### src/cese_pkg.sv
// ----------------------------------------------------------------------------
// cese_pkg
// Shared types, codes and helpers of the carriage encoder and sensor emulator.
// ----------------------------------------------------------------------------
package cese_pkg;

  // Configuration port geometry and register indexes.
  localparam int CFG_INDEX_W = 3;
  localparam int CFG_DATA_W  = 8;

  localparam logic [CFG_INDEX_W-1:0] REG_MACHINE_MODEL  = 3'd0;
  localparam logic [CFG_INDEX_W-1:0] REG_CARRIAGE_KIND  = 3'd1;
  localparam logic [CFG_INDEX_W-1:0] REG_BELT_SHIFTED   = 3'd2;
  localparam logic [CFG_INDEX_W-1:0] REG_NEEDLE_COUNT   = 3'd3;
  localparam logic [CFG_INDEX_W-1:0] REG_SOLENOID_COUNT = 3'd4;

  // Command codes.
  localparam logic [1:0] CMD_LEFT  = 2'd0;
  localparam logic [1:0] CMD_RIGHT = 2'd1;
  localparam logic [1:0] CMD_LOAD  = 2'd2;

  // Machine models and carriage kinds.
  localparam logic [1:0] MODEL_FIRST  = 2'd0;
  localparam logic [1:0] MODEL_SECOND = 2'd1;
  localparam logic [1:0] MODEL_SMALL  = 2'd2;

  localparam logic [1:0] KIND_KNIT   = 2'd0;
  localparam logic [1:0] KIND_LACE   = 2'd1;
  localparam logic [1:0] KIND_GARTER = 2'd2;
  localparam logic [1:0] KIND_SMALL  = 2'd3;

  // Mechanical constants.
  localparam int MARGIN       = 32;
  localparam int BELT_ADVANCE = 2;

  localparam logic signed [10:0] POS_LO      = 11'(-MARGIN);
  localparam logic signed [10:0] POS_HI_BIAS = 11'(MARGIN - 1);

  // Hall sensor readings.
  localparam logic [11:0] HALL_IDLE  = 12'd1650;
  localparam logic [11:0] HALL_NORTH = 12'd2200;
  localparam logic [11:0] HALL_SOUTH = 12'd100;
  localparam logic [11:0] HALL_LOW   = 12'd0;

  typedef struct packed {
    logic [1:0] machine_model;
    logic [1:0] carriage_kind;
    logic       belt_shifted;
    logic [7:0] needle_count;
    logic [4:0] solenoid_count;
  } cfg_t;

  // One classified command as it waits between front and back.
  typedef struct packed {
    logic              step_left;
    logic              step_right;
    logic              load;
    logic [15:0]       solenoid_word;
    logic signed [9:0] load_position;
  } item_t;

  typedef struct packed {
    logic              enc_v1;
    logic              enc_v2;
    logic              belt_sync;
    logic [11:0]       left_hall;
    logic [11:0]       right_hall;
    logic signed [9:0] position;
    logic [5:0]        phase;
    logic              needle_valid;
    logic [7:0]        needle_index;
    logic              needle_pushed;
  } result_t;

  // Quadrature code of the low two phase bits: 0, 1, 3, 2.
  function automatic logic [1:0] quad_code(input logic [1:0] p);
    logic [1:0] c;
    unique case (p)
      2'd0: c = 2'b00;
      2'd1: c = 2'b01;
      2'd2: c = 2'b11;
      2'd3: c = 2'b10;
    endcase
    return c;
  endfunction

  // One restoring step of a remainder: subtract div shifted by k if it fits.
  function automatic logic [8:0] mod_step(input logic [8:0] rem, input logic [6:0] div,
                                          input logic [3:0] k);
    logic [15:0] shifted;
    logic [15:0] wide;
    shifted = {9'd0, div} << k;
    wide    = {7'd0, rem};
    if (wide >= shifted) begin
      return 9'(wide - shifted);
    end
    return rem;
  endfunction

endpackage

### src/carriage_encoder_sensor_emulator.sv
// ----------------------------------------------------------------------------
// carriage_encoder_sensor_emulator
// Carriage, encoder and hall sensor emulation for a needle bed, one result
// per command, with a decoupled command front and execution back.
// ----------------------------------------------------------------------------
//
//   channel   handshake            beat contents
//   -------   ------------------   ----------------------------------------------
//   in_       in_push / in_full    command, solenoid word, load position
//   out_      out_pop / out_empty  encoder pair, belt phase, halls, position,
//                                  phase, needle selection
//   cfg_      cfg_we               register index and data, no read-back
//
// The back end takes one command at a time: the phase and position step,
// the hall lookup and the needle selection, then two restoring modulo
// chains (three bit steps per cycle; a full result queue holds the pass at its end)
// that reduce the solenoid index and the belt phase. A beat pushed into an
// empty block passes the command queue and these steps into the result queue.
// Reset (rst_n low, synchronous) empties both queues, zeroes phase and
// position and loads the default configuration.
// A full result queue stalls only the back end; the input queue keeps
// accepting until it fills too.
//
module carriage_encoder_sensor_emulator #(
  parameter int QUEUE_DEPTH = 2,
  parameter int OUT_DEPTH   = 2
) (
  input  logic                                clk,
  input  logic                                rst_n,
  // Configuration write port.
  input  logic                                cfg_we,
  input  logic [cese_pkg::CFG_INDEX_W-1:0]    cfg_index,
  input  logic [cese_pkg::CFG_DATA_W-1:0]     cfg_data,
  // Command channel.
  input  logic                                in_push,
  output logic                                in_full,
  input  logic [1:0]                          in_command,
  input  logic [15:0]                         in_solenoid_word,
  input  logic signed [9:0]                   in_load_position,
  // Result channel.
  output logic                                out_empty,
  input  logic                                out_pop,
  output logic                                out_enc_v1,
  output logic                                out_enc_v2,
  output logic                                out_belt_sync,
  output logic [11:0]                         out_left_hall,
  output logic [11:0]                         out_right_hall,
  output logic signed [9:0]                   out_position,
  output logic [5:0]                          out_phase,
  output logic                                out_needle_valid,
  output logic [7:0]                          out_needle_index,
  output logic                                out_needle_pushed
);

  import cese_pkg::*;

  localparam int ITEM_W = $bits(item_t);
  localparam int RES_W  = $bits(result_t);

  cfg_t cfg_r, cfg_nxt;

  item_t             f_item, q_head;
  logic              q_push, q_full, q_empty, q_pop;
  logic [ITEM_W-1:0] q_rdata;

  result_t          b_res, o_res;
  logic             res_push, res_full;
  logic [RES_W-1:0] o_rdata;

  // Configuration registers. Only the bits each register holds are kept;
  // writes to indexes beyond the list are dropped.
  always_comb begin
    cfg_nxt = cfg_r;
    if (cfg_we) begin
      unique case (cfg_index)
        REG_MACHINE_MODEL:  cfg_nxt.machine_model  = cfg_data[1:0];
        REG_CARRIAGE_KIND:  cfg_nxt.carriage_kind  = cfg_data[1:0];
        REG_BELT_SHIFTED:   cfg_nxt.belt_shifted   = cfg_data[0];
        REG_NEEDLE_COUNT:   cfg_nxt.needle_count   = cfg_data[7:0];
        REG_SOLENOID_COUNT: cfg_nxt.solenoid_count = cfg_data[4:0];
        default:            ;
      endcase
    end
  end

  always_ff @(posedge clk) begin
    if (!rst_n) begin
      cfg_r.machine_model  <= MODEL_FIRST;
      cfg_r.carriage_kind  <= KIND_KNIT;
      cfg_r.belt_shifted   <= 1'b0;
      cfg_r.needle_count   <= 8'd200;
      cfg_r.solenoid_count <= 5'd16;
    end else begin
      cfg_r <= cfg_nxt;
    end
  end

  // Front: decode and saturate, straight into the command queue.
  cese_front u_front (
    .cfg              (cfg_r),
    .in_push          (in_push),
    .in_full          (in_full),
    .in_command       (in_command),
    .in_solenoid_word (in_solenoid_word),
    .in_load_position (in_load_position),
    .q_push           (q_push),
    .q_full           (q_full),
    .q_item           (f_item)
  );

  cese_fifo #(
    .WIDTH (ITEM_W),
    .DEPTH (QUEUE_DEPTH)
  ) u_cmd_q (
    .clk   (clk),
    .rst_n (rst_n),
    .push  (q_push),
    .wdata (f_item),
    .full  (q_full),
    .pop   (q_pop),
    .rdata (q_rdata),
    .empty (q_empty)
  );

  assign q_head = item_t'(q_rdata);

  // Back: owns the phase and position state.
  cese_back u_back (
    .clk      (clk),
    .rst_n    (rst_n),
    .cfg      (cfg_r),
    .q_item   (q_head),
    .q_empty  (q_empty),
    .q_pop    (q_pop),
    .res      (b_res),
    .res_push (res_push),
    .res_full (res_full)
  );

  // Result queue parts the back end from the consumer.
  cese_fifo #(
    .WIDTH (RES_W),
    .DEPTH (OUT_DEPTH)
  ) u_res_q (
    .clk   (clk),
    .rst_n (rst_n),
    .push  (res_push),
    .wdata (b_res),
    .full  (res_full),
    .pop   (out_pop),
    .rdata (o_rdata),
    .empty (out_empty)
  );

  assign o_res             = result_t'(o_rdata);
  assign out_enc_v1        = o_res.enc_v1;
  assign out_enc_v2        = o_res.enc_v2;
  assign out_belt_sync     = o_res.belt_sync;
  assign out_left_hall     = o_res.left_hall;
  assign out_right_hall    = o_res.right_hall;
  assign out_position      = o_res.position;
  assign out_phase         = o_res.phase;
  assign out_needle_valid  = o_res.needle_valid;
  assign out_needle_index  = o_res.needle_index;
  assign out_needle_pushed = o_res.needle_pushed;

endmodule

### src/cese_fifo.sv
// ----------------------------------------------------------------------------
// cese_fifo
// Small register queue with push/full and pop/empty sides.
// ----------------------------------------------------------------------------
module cese_fifo #(
  parameter int WIDTH = 8,
  parameter int DEPTH = 2
) (
  input  logic             clk,
  input  logic             rst_n,
  input  logic             push,
  input  logic [WIDTH-1:0] wdata,
  output logic             full,
  input  logic             pop,
  output logic [WIDTH-1:0] rdata,
  output logic             empty
);

  localparam int AW = (DEPTH > 1) ? $clog2(DEPTH) : 1;
  localparam int CW = $clog2(DEPTH + 1);

  logic [WIDTH-1:0] mem_r [DEPTH];
  logic [AW-1:0]    wptr_r, wptr_nxt;
  logic [AW-1:0]    rptr_r, rptr_nxt;
  logic [CW-1:0]    count_r, count_nxt;
  logic             wr, rd;

  assign full  = (count_r == CW'(DEPTH));
  assign empty = (count_r == '0);
  assign wr    = push && !full;
  assign rd    = pop && !empty;
  assign rdata = mem_r[rptr_r];

  always_comb begin
    wptr_nxt  = wptr_r;
    rptr_nxt  = rptr_r;
    count_nxt = count_r + CW'(wr) - CW'(rd);
    if (wr) begin
      wptr_nxt = (wptr_r == AW'(DEPTH - 1)) ? '0 : wptr_r + AW'(1);
    end
    if (rd) begin
      rptr_nxt = (rptr_r == AW'(DEPTH - 1)) ? '0 : rptr_r + AW'(1);
    end
  end

  always_ff @(posedge clk) begin
    if (!rst_n) begin
      wptr_r  <= '0;
      rptr_r  <= '0;
      count_r <= '0;
    end else begin
      wptr_r  <= wptr_nxt;
      rptr_r  <= rptr_nxt;
      count_r <= count_nxt;
    end
  end

  always_ff @(posedge clk) begin
    if (wr) begin
      mem_r[wptr_r] <= wdata;
    end
  end

endmodule

### src/cese_front.sv
// ----------------------------------------------------------------------------
// cese_front
// Accepts commands, decodes them and saturates load positions to the bed.
// ----------------------------------------------------------------------------
module cese_front (
  input  cese_pkg::cfg_t   cfg,
  input  logic             in_push,
  output logic             in_full,
  input  logic [1:0]       in_command,
  input  logic [15:0]      in_solenoid_word,
  input  logic signed [9:0] in_load_position,
  output logic             q_push,
  input  logic             q_full,
  output cese_pkg::item_t  q_item
);

  import cese_pkg::*;

  logic signed [10:0] pos_hi;
  logic signed [10:0] ld_wide;
  logic signed [10:0] ld_sat;

  assign in_full = q_full;
  assign q_push  = in_push && !q_full;
  assign pos_hi  = $signed({3'b000, cfg.needle_count}) + POS_HI_BIAS;
  assign ld_wide = {in_load_position[9], in_load_position};

  // Upper bound first, then lower, so the lower margin wins if the bounds cross.
  always_comb begin
    ld_sat = ld_wide;
    if (ld_sat > pos_hi) begin
      ld_sat = pos_hi;
    end
    if (ld_sat < POS_LO) begin
      ld_sat = POS_LO;
    end
  end

  always_comb begin
    q_item               = '0;
    q_item.solenoid_word = in_solenoid_word;
    q_item.load_position = ld_sat[9:0];
    unique case (in_command)
      CMD_LEFT:  q_item.step_left  = 1'b1;
      CMD_RIGHT: q_item.step_right = 1'b1;
      CMD_LOAD:  q_item.load       = 1'b1;
      default:   ;
    endcase
  end

endmodule

### src/cese_back.sv
// ----------------------------------------------------------------------------
// cese_back
// Executes one command: phase and position update, hall readings, needle
// selection, then an iterative modulo for the solenoid and belt phase.
// ----------------------------------------------------------------------------
module cese_back (
  input  logic              clk,
  input  logic              rst_n,
  input  cese_pkg::cfg_t    cfg,
  input  cese_pkg::item_t   q_item,
  input  logic              q_empty,
  output logic              q_pop,
  output cese_pkg::result_t res,
  output logic              res_push,
  input  logic              res_full
);

  import cese_pkg::*;

  localparam logic S_IDLE = 1'b0;
  localparam logic S_MOD  = 1'b1;
  localparam logic [1:0] LAST_CNT = 2'd2;

  localparam logic signed [10:0] GARTER_L_SOUTH = 11'sd12;
  localparam logic signed [10:0] GARTER_L_NORTH = 11'sd10;
  localparam logic signed [10:0] GARTER_R_SOUTH_A = 11'sd187;
  localparam logic signed [10:0] GARTER_R_SOUTH_B = 11'sd211;
  localparam logic signed [10:0] GARTER_R_NORTH_A = 11'sd189;
  localparam logic signed [10:0] GARTER_R_NORTH_B = 11'sd209;
  localparam logic signed [10:0] SMALL_L_NORTH  = -11'sd6;
  localparam logic signed [10:0] SMALL_R_NORTH_A = 11'sd111;
  localparam logic signed [10:0] SMALL_R_NORTH_B = 11'sd117;
  localparam logic signed [10:0] OFF_KNIT  = 11'sd24;
  localparam logic signed [10:0] OFF_LACE  = 11'sd12;
  localparam logic signed [10:0] OFF_SMALL = 11'sd15;

  logic              state_r, state_nxt;
  logic [1:0]        cnt_r, cnt_nxt;
  logic [5:0]        phase_r, phase_nxt;
  logic signed [9:0] pos_r, pos_nxt;
  result_t           part_r, part_nxt;
  logic [8:0]        rem_a_r, rem_a_nxt, rem_b_r, rem_b_nxt;
  logic [4:0]        s_r, s_nxt;
  logic              small_r, small_nxt;
  logic [15:0]       sol_r, sol_nxt;

  // Step stage signals.
  logic [4:0]         s_eff;
  logic [3:0]         half;
  logic signed [10:0] n_s, pos_hi, cur, new_pos, offset, sel;
  logic [5:0]         new_ph, ph_dn, ph_up;
  logic [11:0]        hl, hr;
  logic               first_model, sel_ok;
  logic [8:0]         sel9, div_a0, div_b0;
  logic [1:0]         code;

  // Modulo stage signals.
  logic [3:0]  kbase;
  logic [8:0]  a1, a2, a3, b1, b2, b3;
  logic [5:0]  sidx;
  logic        last;

  assign s_eff       = (cfg.solenoid_count == 5'd0) ? 5'd1 : cfg.solenoid_count;
  assign half        = s_eff[4:1];
  assign n_s         = $signed({3'b000, cfg.needle_count});
  assign pos_hi      = n_s + POS_HI_BIAS;
  assign cur         = {pos_r[9], pos_r};
  assign ph_dn       = phase_r - 6'd1;
  assign ph_up       = phase_r + 6'd1;
  assign first_model = (cfg.machine_model == MODEL_FIRST);

  always_comb begin
    new_ph  = phase_r;
    new_pos = cur;
    priority if (q_item.step_left) begin
      new_ph = ph_dn;
      if (ph_dn[1:0] == 2'd3) begin
        if (cur > POS_LO) begin
          new_pos = cur - 11'sd1;
        end else begin
          new_pos = POS_LO;
          new_ph  = phase_r;
        end
      end
    end else if (q_item.step_right) begin
      new_ph = ph_up;
      if (ph_up[1:0] == 2'd0) begin
        if (cur < pos_hi) begin
          new_pos = cur + 11'sd1;
        end else begin
          new_pos = pos_hi;
          new_ph  = phase_r;
        end
      end
    end else if (q_item.load) begin
      new_pos = {q_item.load_position[9], q_item.load_position};
    end
  end

  always_comb begin
    hl     = HALL_IDLE;
    hr     = HALL_IDLE;
    offset = 11'sd0;
    unique case (cfg.carriage_kind)
      KIND_KNIT: begin
        if (new_pos == 11'sd0) begin
          hl = HALL_NORTH;
        end else if (new_pos == n_s - 11'sd1) begin
          hr = first_model ? HALL_LOW : HALL_NORTH;
        end
        offset = q_item.step_right ? -OFF_KNIT : OFF_KNIT;
      end
      KIND_LACE: begin
        if (new_pos == 11'sd0) begin
          hl = HALL_SOUTH;
        end else if (new_pos == n_s - 11'sd1) begin
          hr = first_model ? HALL_IDLE : HALL_SOUTH;
        end
        offset = q_item.step_right ? -OFF_LACE : OFF_LACE;
      end
      KIND_GARTER: begin
        if (new_pos == GARTER_L_SOUTH || new_pos == -GARTER_L_SOUTH) begin
          hl = HALL_SOUTH;
        end else if (new_pos == GARTER_L_NORTH || new_pos == -GARTER_L_NORTH) begin
          hl = HALL_NORTH;
        end else if (new_pos == GARTER_R_SOUTH_A || new_pos == GARTER_R_SOUTH_B) begin
          hr = first_model ? HALL_IDLE : HALL_SOUTH;
        end else if (new_pos == GARTER_R_NORTH_A || new_pos == GARTER_R_NORTH_B) begin
          hr = first_model ? HALL_LOW : HALL_NORTH;
        end
      end
      KIND_SMALL: begin
        if (new_pos == SMALL_L_NORTH || new_pos == 11'sd0) begin
          hl = HALL_NORTH;
        end else if (new_pos == SMALL_R_NORTH_A || new_pos == SMALL_R_NORTH_B) begin
          hr = HALL_NORTH;
        end
        offset = q_item.step_right ? -OFF_SMALL : OFF_SMALL;
      end
    endcase
  end

  assign sel    = new_pos + offset;
  assign sel_ok = (sel >= 11'sd0) && (sel < n_s);
  assign sel9   = {1'b0, sel[7:0]};
  assign code   = quad_code(new_ph[1:0]);
  assign div_b0 = {3'b000, new_ph} + 9'(BELT_ADVANCE);

  always_comb begin
    if (cfg.machine_model == MODEL_SMALL) begin
      div_a0 = sel9 + 9'd4 + (q_item.step_left ? {5'd0, half} : 9'd0);
    end else begin
      div_a0 = sel9 + (cfg.belt_shifted ? {5'd0, half} : 9'd0)
             + ((cfg.carriage_kind == KIND_LACE && q_item.step_left) ? {5'd0, half} : 9'd0);
    end
  end

  // Three restoring steps per cycle; the steps run over bit weights 8 down to 0.
  always_comb begin
    unique case (cnt_r)
      2'd0:    kbase = 4'd8;
      2'd1:    kbase = 4'd5;
      default: kbase = 4'd2;
    endcase
  end

  assign a1 = mod_step(rem_a_r, {2'b00, s_r}, kbase);
  assign a2 = mod_step(a1, {2'b00, s_r}, kbase - 4'd1);
  assign a3 = mod_step(a2, {2'b00, s_r}, kbase - 4'd2);
  assign b1 = mod_step(rem_b_r, {s_r, 2'b00}, kbase);
  assign b2 = mod_step(b1, {s_r, 2'b00}, kbase - 4'd1);
  assign b3 = mod_step(b2, {s_r, 2'b00}, kbase - 4'd2);

  assign sidx = small_r ? 6'd3 + {1'b0, a3[4:0]} : {1'b0, a3[4:0]};

  always_comb begin
    res            = part_r;
    res.belt_sync  = (b3 > {3'b000, s_r, 1'b0}) ? 1'b0 : 1'b1;
    res.needle_pushed = part_r.needle_valid
                      && ((sidx[5:4] != 2'b00) || !sol_r[sidx[3:0]]);
  end

  assign last     = (state_r == S_MOD) && (cnt_r == LAST_CNT);
  assign res_push = last && !res_full;
  assign q_pop    = (state_r == S_IDLE) && !q_empty;

  always_comb begin
    state_nxt = state_r;
    cnt_nxt   = cnt_r;
    phase_nxt = phase_r;
    pos_nxt   = pos_r;
    part_nxt  = part_r;
    rem_a_nxt = rem_a_r;
    rem_b_nxt = rem_b_r;
    s_nxt     = s_r;
    small_nxt = small_r;
    sol_nxt   = sol_r;
    unique case (state_r)
      S_IDLE: begin
        if (!q_empty) begin
          phase_nxt             = new_ph;
          pos_nxt               = new_pos[9:0];
          part_nxt              = '0;
          part_nxt.enc_v1       = code[1];
          part_nxt.enc_v2       = code[0];
          part_nxt.left_hall    = hl;
          part_nxt.right_hall   = hr;
          part_nxt.position     = new_pos[9:0];
          part_nxt.phase        = new_ph;
          part_nxt.needle_valid = sel_ok;
          part_nxt.needle_index = sel_ok ? sel[7:0] : 8'd0;
          rem_a_nxt             = div_a0;
          rem_b_nxt             = div_b0;
          s_nxt                 = s_eff;
          small_nxt             = (cfg.machine_model == MODEL_SMALL);
          sol_nxt               = q_item.solenoid_word;
          cnt_nxt               = 2'd0;
          state_nxt             = S_MOD;
        end
      end
      S_MOD: begin
        if (cnt_r != LAST_CNT) begin
          rem_a_nxt = a3;
          rem_b_nxt = b3;
          cnt_nxt   = cnt_r + 2'd1;
        end else if (!res_full) begin
          state_nxt = S_IDLE;
        end
      end
    endcase
  end

  always_ff @(posedge clk) begin
    if (!rst_n) begin
      state_r <= S_IDLE;
      cnt_r   <= 2'd0;
      phase_r <= 6'd0;
      pos_r   <= 10'sd0;
    end else begin
      state_r <= state_nxt;
      cnt_r   <= cnt_nxt;
      phase_r <= phase_nxt;
      pos_r   <= pos_nxt;
    end
  end

  always_ff @(posedge clk) begin
    part_r  <= part_nxt;
    rem_a_r <= rem_a_nxt;
    rem_b_r <= rem_b_nxt;
    s_r     <= s_nxt;
    small_r <= small_nxt;
    sol_r   <= sol_nxt;
  end

  // A command taken from the queue always starts the modulo pass.
  a_pop_starts: assert property (@(posedge clk) disable iff (!rst_n)
    q_pop |=> (state_r == S_MOD) && (cnt_r == 2'd0))
    else $error("queue pop did not start the modulo pass");

  // Results leave only at the end of the modulo pass.
  a_push_last: assert property (@(posedge clk) disable iff (!rst_n)
    res_push |-> (state_r == S_MOD) && (cnt_r == LAST_CNT))
    else $error("result pushed before the modulo pass ended");

  // The carriage never passes the left margin.
  a_pos_floor: assert property (@(posedge clk) disable iff (!rst_n)
    $signed({pos_r[9], pos_r}) >= POS_LO)
    else $error("carriage position below left margin");

  // Phase moves by at most one per command and only when one is taken.
  a_phase_step: assert property (@(posedge clk) disable iff (!rst_n)
    !q_pop |=> $stable(phase_r))
    else $error("phase changed without a command");

endmodule
### config.mk
export PLATFORM = sky130hd
export DESIGN_NAME = carriage_encoder_sensor_emulator
export DESIGN_NICKNAME = d
export VERILOG_FILES = /design/src/cese_pkg.sv /design/src/carriage_encoder_sensor_emulator.sv /design/src/cese_fifo.sv /design/src/cese_front.sv /design/src/cese_back.sv
export SDC_FILE = /design/constraint.sdc
export NUM_CORES = 1
export LEC_CHECK = 0
export BUFFER_PORTS_ARGS = -buffer_cell sky130_fd_sc_hd__buf_2
export CORE_MARGIN = 1
export CORE_UTILIZATION = 40
export DETAILED_ROUTE_END_ITERATION = 8
export PLACE_DENSITY = 0.65
export SLEW_MARGIN = 20
export SYNTH_ARGS = -nofsm -noshare
export SYNTH_HDL_FRONTEND = slang
export SYNTH_SLANG_ARGS = --single-unit
### constraint.sdc
create_clock -name clk -period 16.7 [get_ports clk]
set_clock_uncertainty 0.05 [all_clocks]
set_input_delay 0.835 -clock clk [delete_from_list [all_inputs] [get_ports clk]]
set_output_delay 0.835 -clock clk [all_outputs]
set_load 0.05 [all_outputs]
## Yosys cells after proc, flatten, opt, wreduce, memory -nomap -nowiden

Memories as Yosys holds them, arrays and structs flattened. A register that Yosys moved wholly into a read port is not among the register bits.
Index checks and enable logic that the tools add are counted.

| cells by class | value |
|---|---|
| bitwise gates (word level) | 2 |
| add/subtract/negate cells | 30 |
| magnitude comparators | 14 |
| reductions and logical operators | 42 |
| equality and inequality tests | 33 |
| shifts and indexed selects | 6 |
| muxes and demuxes | 95 |

Operators by type and width:

| operator | number |
|---|---|
| $mux 12 | 15 |
| $mux 9 | 17 |
| $mux 11 | 13 |
| $ge 9x16->1 | 6 |
| $pmux 12 s4 | 2 |
| $sub 9x9->9 | 6 |
| $shl 5x4->16 | 3 |
| $shl 7x4->16 | 3 |
| $eq 11x5->1 const B | 4 |
| $eq 11x9->1 const B | 4 |
| $mux 6 | 7 |
| $pmux 9 s2 | 2 |
| $pmux 11 s3 | 1 |
| $mux 1 | 26 |
| $eq 11x8->1 const B | 2 |
| $eq 2x2->1 const B | 10 |
| $add 9x9->9 | 2 |
| $logic_not 2->1 | 8 |
| $reduce_and 2->1 | 7 |
| $mux 4 | 3 |
| $add 10x2->11 const B | 1 |
| $add 11x11->11 | 1 |
| $eq 11x11->1 | 1 |
| $eq 11x4->1 const B | 1 |
| other kinds (44) | 77 |

| storage, ports and cells | value |
|---|---|
| input bits | 44 |
| memories kept | 2 |
| output and inout port bits | 55 |
| memory bits (writable) | 164 |
| register bits after elaboration | 136 |

Memory list:

| name | depth | width | read ports | clocked after Yosys merged registers in | wr ports | line | RTL |
|---|---|---|---|---|---|---|---|
| u_res_q.mem_r | 2 | 53 | 1 | 1 | 1 | cese_fifo.sv:22 | `logic [WIDTH-1:0] mem_r [DEPTH];` |
| u_cmd_q.mem_r | 2 | 29 | 1 | 1 | 1 | cese_fifo.sv:22 |  |

## Depth between registers and ports, before layout

| logic depth | value |
|---|---|
| word-level depth | 19 |
| depth in mapped cells | 46 |
| gate-level depth less buffers | 43 |

## Cells and area by module

Synthesis repeated with hierarchy kept, for this count alone.

| unflattened totals | value |
|---|---|
| cell total of the unflattened synthesis | 1,741 |
| area total of the unflattened synthesis | 18,724.2 um^2 |

By module, submodules not included:

| module | times used | area an instance (um^2) | cells an instance | seq. area each (um^2) |
|---|---|---|---|---|
| cese_back | 1 | 10,560.1 | 1,263 | 2,692.6 |
| cese_fifo (u_res_q) | 1 | 4,312.9 | 192 | 3,283.1 |
| cese_fifo (u_cmd_q) | 1 | 2,367.3 | 117 | 1,841.8 |
| carriage_encoder_sensor_emulator | 1 | 768.2 | 75 | 360.3 |
| cese_front | 1 | 715.7 | 94 | 0.0 |

## Worst setup path after synthesis

OpenSTA, ideal clock, no wires.

| path | value |
|---|---|
| kind | flip-flop to flip-flop |
| start | register u_back.cnt_r[1] |
| end | memory u_res_q.mem_r[0][50] (netlist bit), data pin |
| setup time | 197 ps |
| slack | 7,308 ps |
| path buffers | 4 |
| data arrival time | 9,145 ps |
| stages on the path, launching flop included | 45 |
| clock period less this slack | 9,392 ps |
| cell sequence | dfxtp_1 inv_1 ha_1 clkbuf_1 clkbuf_1 buf_1 nand3_1 ha_1 o21a_1 o21a_1 o21ai_0 a21boi_0 o21ai_0 a21boi_0 o2111a_1 clkbuf_1 mux2i_1 inv_1 (+9 left out) a21o_1 ha_1 o21a_1 o21a_1 o21ai_0 a21boi_0 o21a_1 o21ai_0 nor2b_1 a211oi_1 mux2_2 ha_1 o21a_1 o21ai_0 nand2b_1 a21oi_1 a31oi_1 nor4bb_1 |

RTL lines:

| element | line | RTL |
|---|---|---|
| from (decl) | cese_back.sv:38 | `logic [1:0] cnt_r, cnt_nxt;` |
| from (signal assigned) | cese_back.sv:241 | `cnt_r <= cnt_nxt;` |
| to (decl) | cese_fifo.sv:22 |  |

==> run_results.csv <==
group,metric,value,unit
min_path,hold_class,"flip-flop to flip-flop",
cells_and_area,drive_gt1_frac,0.163,
clocking,cts_buffers,28,
timing,max_freq,97.6,MHz
setup_path,crit_fanout,14,
logic_synthesis,muxShareOfSynthArea,0.0767,
clocking,cts_hold_buffers,0,
place,hpwl,31600,um
logic_synthesis,synth_xor_area_frac,0.0417,
setup_path,required,16.99,ns
global_route,grt_pass1_wl,66000,um
clocking,clock_path_buffers,3,
cells_and_area,final_cell_mix,"edfxtp_1, nand2_1, ha_1",
setup_path,slowest_delay,0.88,ns
floorplanning,rows,74,
clocking,ctsResizeCount,0,
clocking,cts_setup_buffers,0,
logic_synthesis,yosys_register_bits,260,
cells_and_area,syn_to_final_growth,11.2,%
job,cap_viol_max_count,0,
floorplanning,dieHeight,207,um
timing,rsz0062_at_grt,"false",
global_route,grt_overflow_total,0,
place,gp_congestion,0.922,
route,wirelength,42500,um
timing,worst_slack,6.46,ns
cells_and_area,finalNetCount,1872,
setup_path,cp_common_cell,"o21a_1",
floorplanning,die_w,207,um
clocking,path_clk_slew,0.06,ns
setup_path,worstSetupStartpointType,"flip-flop",
logic_synthesis,ys.flop_type,"edfxtp_1",
logic_synthesis,syn_area,16800,um^2
global_route,grt_antenna_before_repair,3,
logic_synthesis,seq_area_frac_synth,0.437,
logic_synthesis,synth_compound_area_frac,0.153,
timing,fin_crit,10.24,ns
logic_synthesis,synth_adder_area_share,0.101,
route,wire_per_inst,18.9,um
status,violations,"design-rule violations",
logic_synthesis,yosysWarnings,0,
clocking,root_buffer,"clkbuf_16",
timing,slew_viol_final,0,
status,status,"finished, violations left",
timing,relSlewSlack,0.237,
cells_and_area,final_common_cell,"edfxtp_1",
clocking,clock_latency,0.55,ns
timing,finalCritPeriodShare,0.613,
clocking,cts_num_sinks,260,
logic_synthesis,ys_types,97,
floorplanning,core_area,41100,um^2
place,io_buffers,94,
floorplanning,die_area,42800,um^2
timing,finalSetupTns,0,ns
route,first_pass_iters,7,
timing,worst_hold_slack,0.387,ns
clocking,htreeDepth,1,
floorplanning,ioPinCount,99,
place,placed_cells,2200,
logic_synthesis,synth-edff-count,213,
floorplanning,initial_core_util,0.409,
route,postRouteAntennaNets,0,
logic_synthesis,async_reset_ff_frac,0,
logic_synthesis,synth_top_family_by_area,"compound AO/OA/AOI/OAI gates",
cells_and_area,final_cells,2253,
setup_path,end_kind,"flip-flop",
setup_path,cp_slowest_cell,"a211oi_1",
route,drc,9,
logic_synthesis,avgSynthCellArea,10.3,um^2
route,vias,12400,
place,dpl_worst_slack,6.58,ns
logic_synthesis,syn_inst,1627,
global_route,grt_use_total,0.198,
setup_path,criticalPathCategory,"flip-flop to flip-flop",
clocking,cts_tree,"built",
timing,finalHoldViolations,0,
timing,finalSetupViolCount,0,
route,drt_iter0_markers,815,
timing,worst_pin_slew,1.14,ns
setup_path,cp.arrival,10.53,ns
global_route,first_global_vias,12200,
global_route,grt_max_degree,77,
route,via_per_inst,5.52,
logic_synthesis,synthSimpleGateAreaFrac,0.147,
[through the flow]
step                      area (um^2)  utilization
after floorplan                 16800            -
after global placement          17700        0.432
after detailed placement        17700        0.432
after CTS                       18700        0.454
after global routing            18700        0.455
final                           18700        0.455
[worst paths after layout]
path,from,end,slack [ns],cells past startpoint
setup / recovery,u_back.cnt_r[0],u_res_q.mem_r[1][50],6.46,43
hold / removal,u_back.res[52],u_res_q.mem_r[1][52],0.39,0
setup reg to reg,u_back.cnt_r[0],u_res_q.mem_r[1][50],6.46,43
hold reg to reg,u_back.res[52],u_res_q.mem_r[1][52],0.39,0
[state kept, by name, indices dropped and copies added, names as in the netlist, 2 cells and up, named ones only]
signal and count:
u_res_q.mem_r 78, u_back.pos_r 10, cfg_r 18, u_back.cnt_r 2, u_cmd_q.count_r 2, u_back.rem_a_r 9, u_res_q.count_r 2, u_back.phase_r 6
u_back.sol_r 16, u_cmd_q.mem_r 58, u_back.s_r 5, u_back.res 37, u_back.rem_b_r 9
[layer usage]
| layer | share of wire | up-vias | global-route usage |
|---|---|---|---|
| met5 | 0.00026 | - | 0 |
| met2 | 0.48 | 299 | 0.337 |
| met3 | 0.047 | 77 | 0.0316 |
| li1 | - | 6102 | - |
| met4 | 0.034 | 2 | 0.0746 |
| met1 | 0.44 | 5967 | 0.252 |
[worst max-delay path: cells and delay by family (launching register included)]
family | cells | cell delay (ns)
DFF | 1 | 0.40
muxes | 1 | 0.29
buffers and inverters | 2 | 0.16
adders and majority gates | 5 | 1.69
and+or+nand+nor | 8 | 1.46
AOI/OAI and AO/OA | 27 | 5.98
[area by class of cell]
class,count,area [um^2]
Fill cell,3881,22400
Multi-Input combinational cell,1202,8770
Sequential cell,260,7340
Clock buffer,34,754
Tap cell,532,666
Timing Repair Buffer,117,656
Inverter,90,338
Clock inverter,16,163
Antenna cell,2,5.00
[cells in the mapped netlist, types with 5 or more instances]
master	n	share of area
mux2_2	79	0.053
o311ai_0	5	0.0026
inv_1	88	0.020
a21o_1	27	0.012
fa_1	10	0.012
a21boi_0	30	0.013
or3_1	9	0.0034
a211oi_1	23	0.010
a21oi_1	60	0.018
nor3_1	32	0.0095
buf_1	6	0.0013
o21a_1	30	0.013
edfxtp_1	213	0.38
buf_4	16	0.0072
nor2b_1	36	0.013
clkbuf_1	48	0.011
o31ai_1	7	0.0031
and3_1	12	0.0045
nand2b_1	17	0.0063
a22oi_1	7	0.0031
and2_1	32	0.012
and4_1	5	0.0026
buf_2	6	0.0018
mux2i_1	35	0.021
nand3_1	33	0.0098
dfxtp_1	47	0.056
nor2_1	106	0.024
nand2_1	166	0.037
o22ai_1	7	0.0026
o21ai_0	72	0.021
nand4_1	13	0.0048
xnor2_1	56	0.029
xor2_1	24	0.013
o221ai_1	6	0.0031
nor4_1	5	0.0019
or2_2	11	0.0041
ha_1	119	0.089
o211ai_1	12	0.0054
a32oi_1	5	0.0026
a31oi_1	12	0.0045
[cell families (layout without fill, tap and decap cells)]
family / Yosys count / in the layout
other cells: 2 / 8
mux: 117 / 117
simple gates: 504 / 504
flops: 260 / 260
xor+xnor: 80 / 80
fa+ha+maj: 129 / 129
compound gates: 366 / 366
buf+inv: 169 / 257
Power is not shown: default switching activity piles up to over one toggle a cycle in this logic, so the estimate is an artifact.
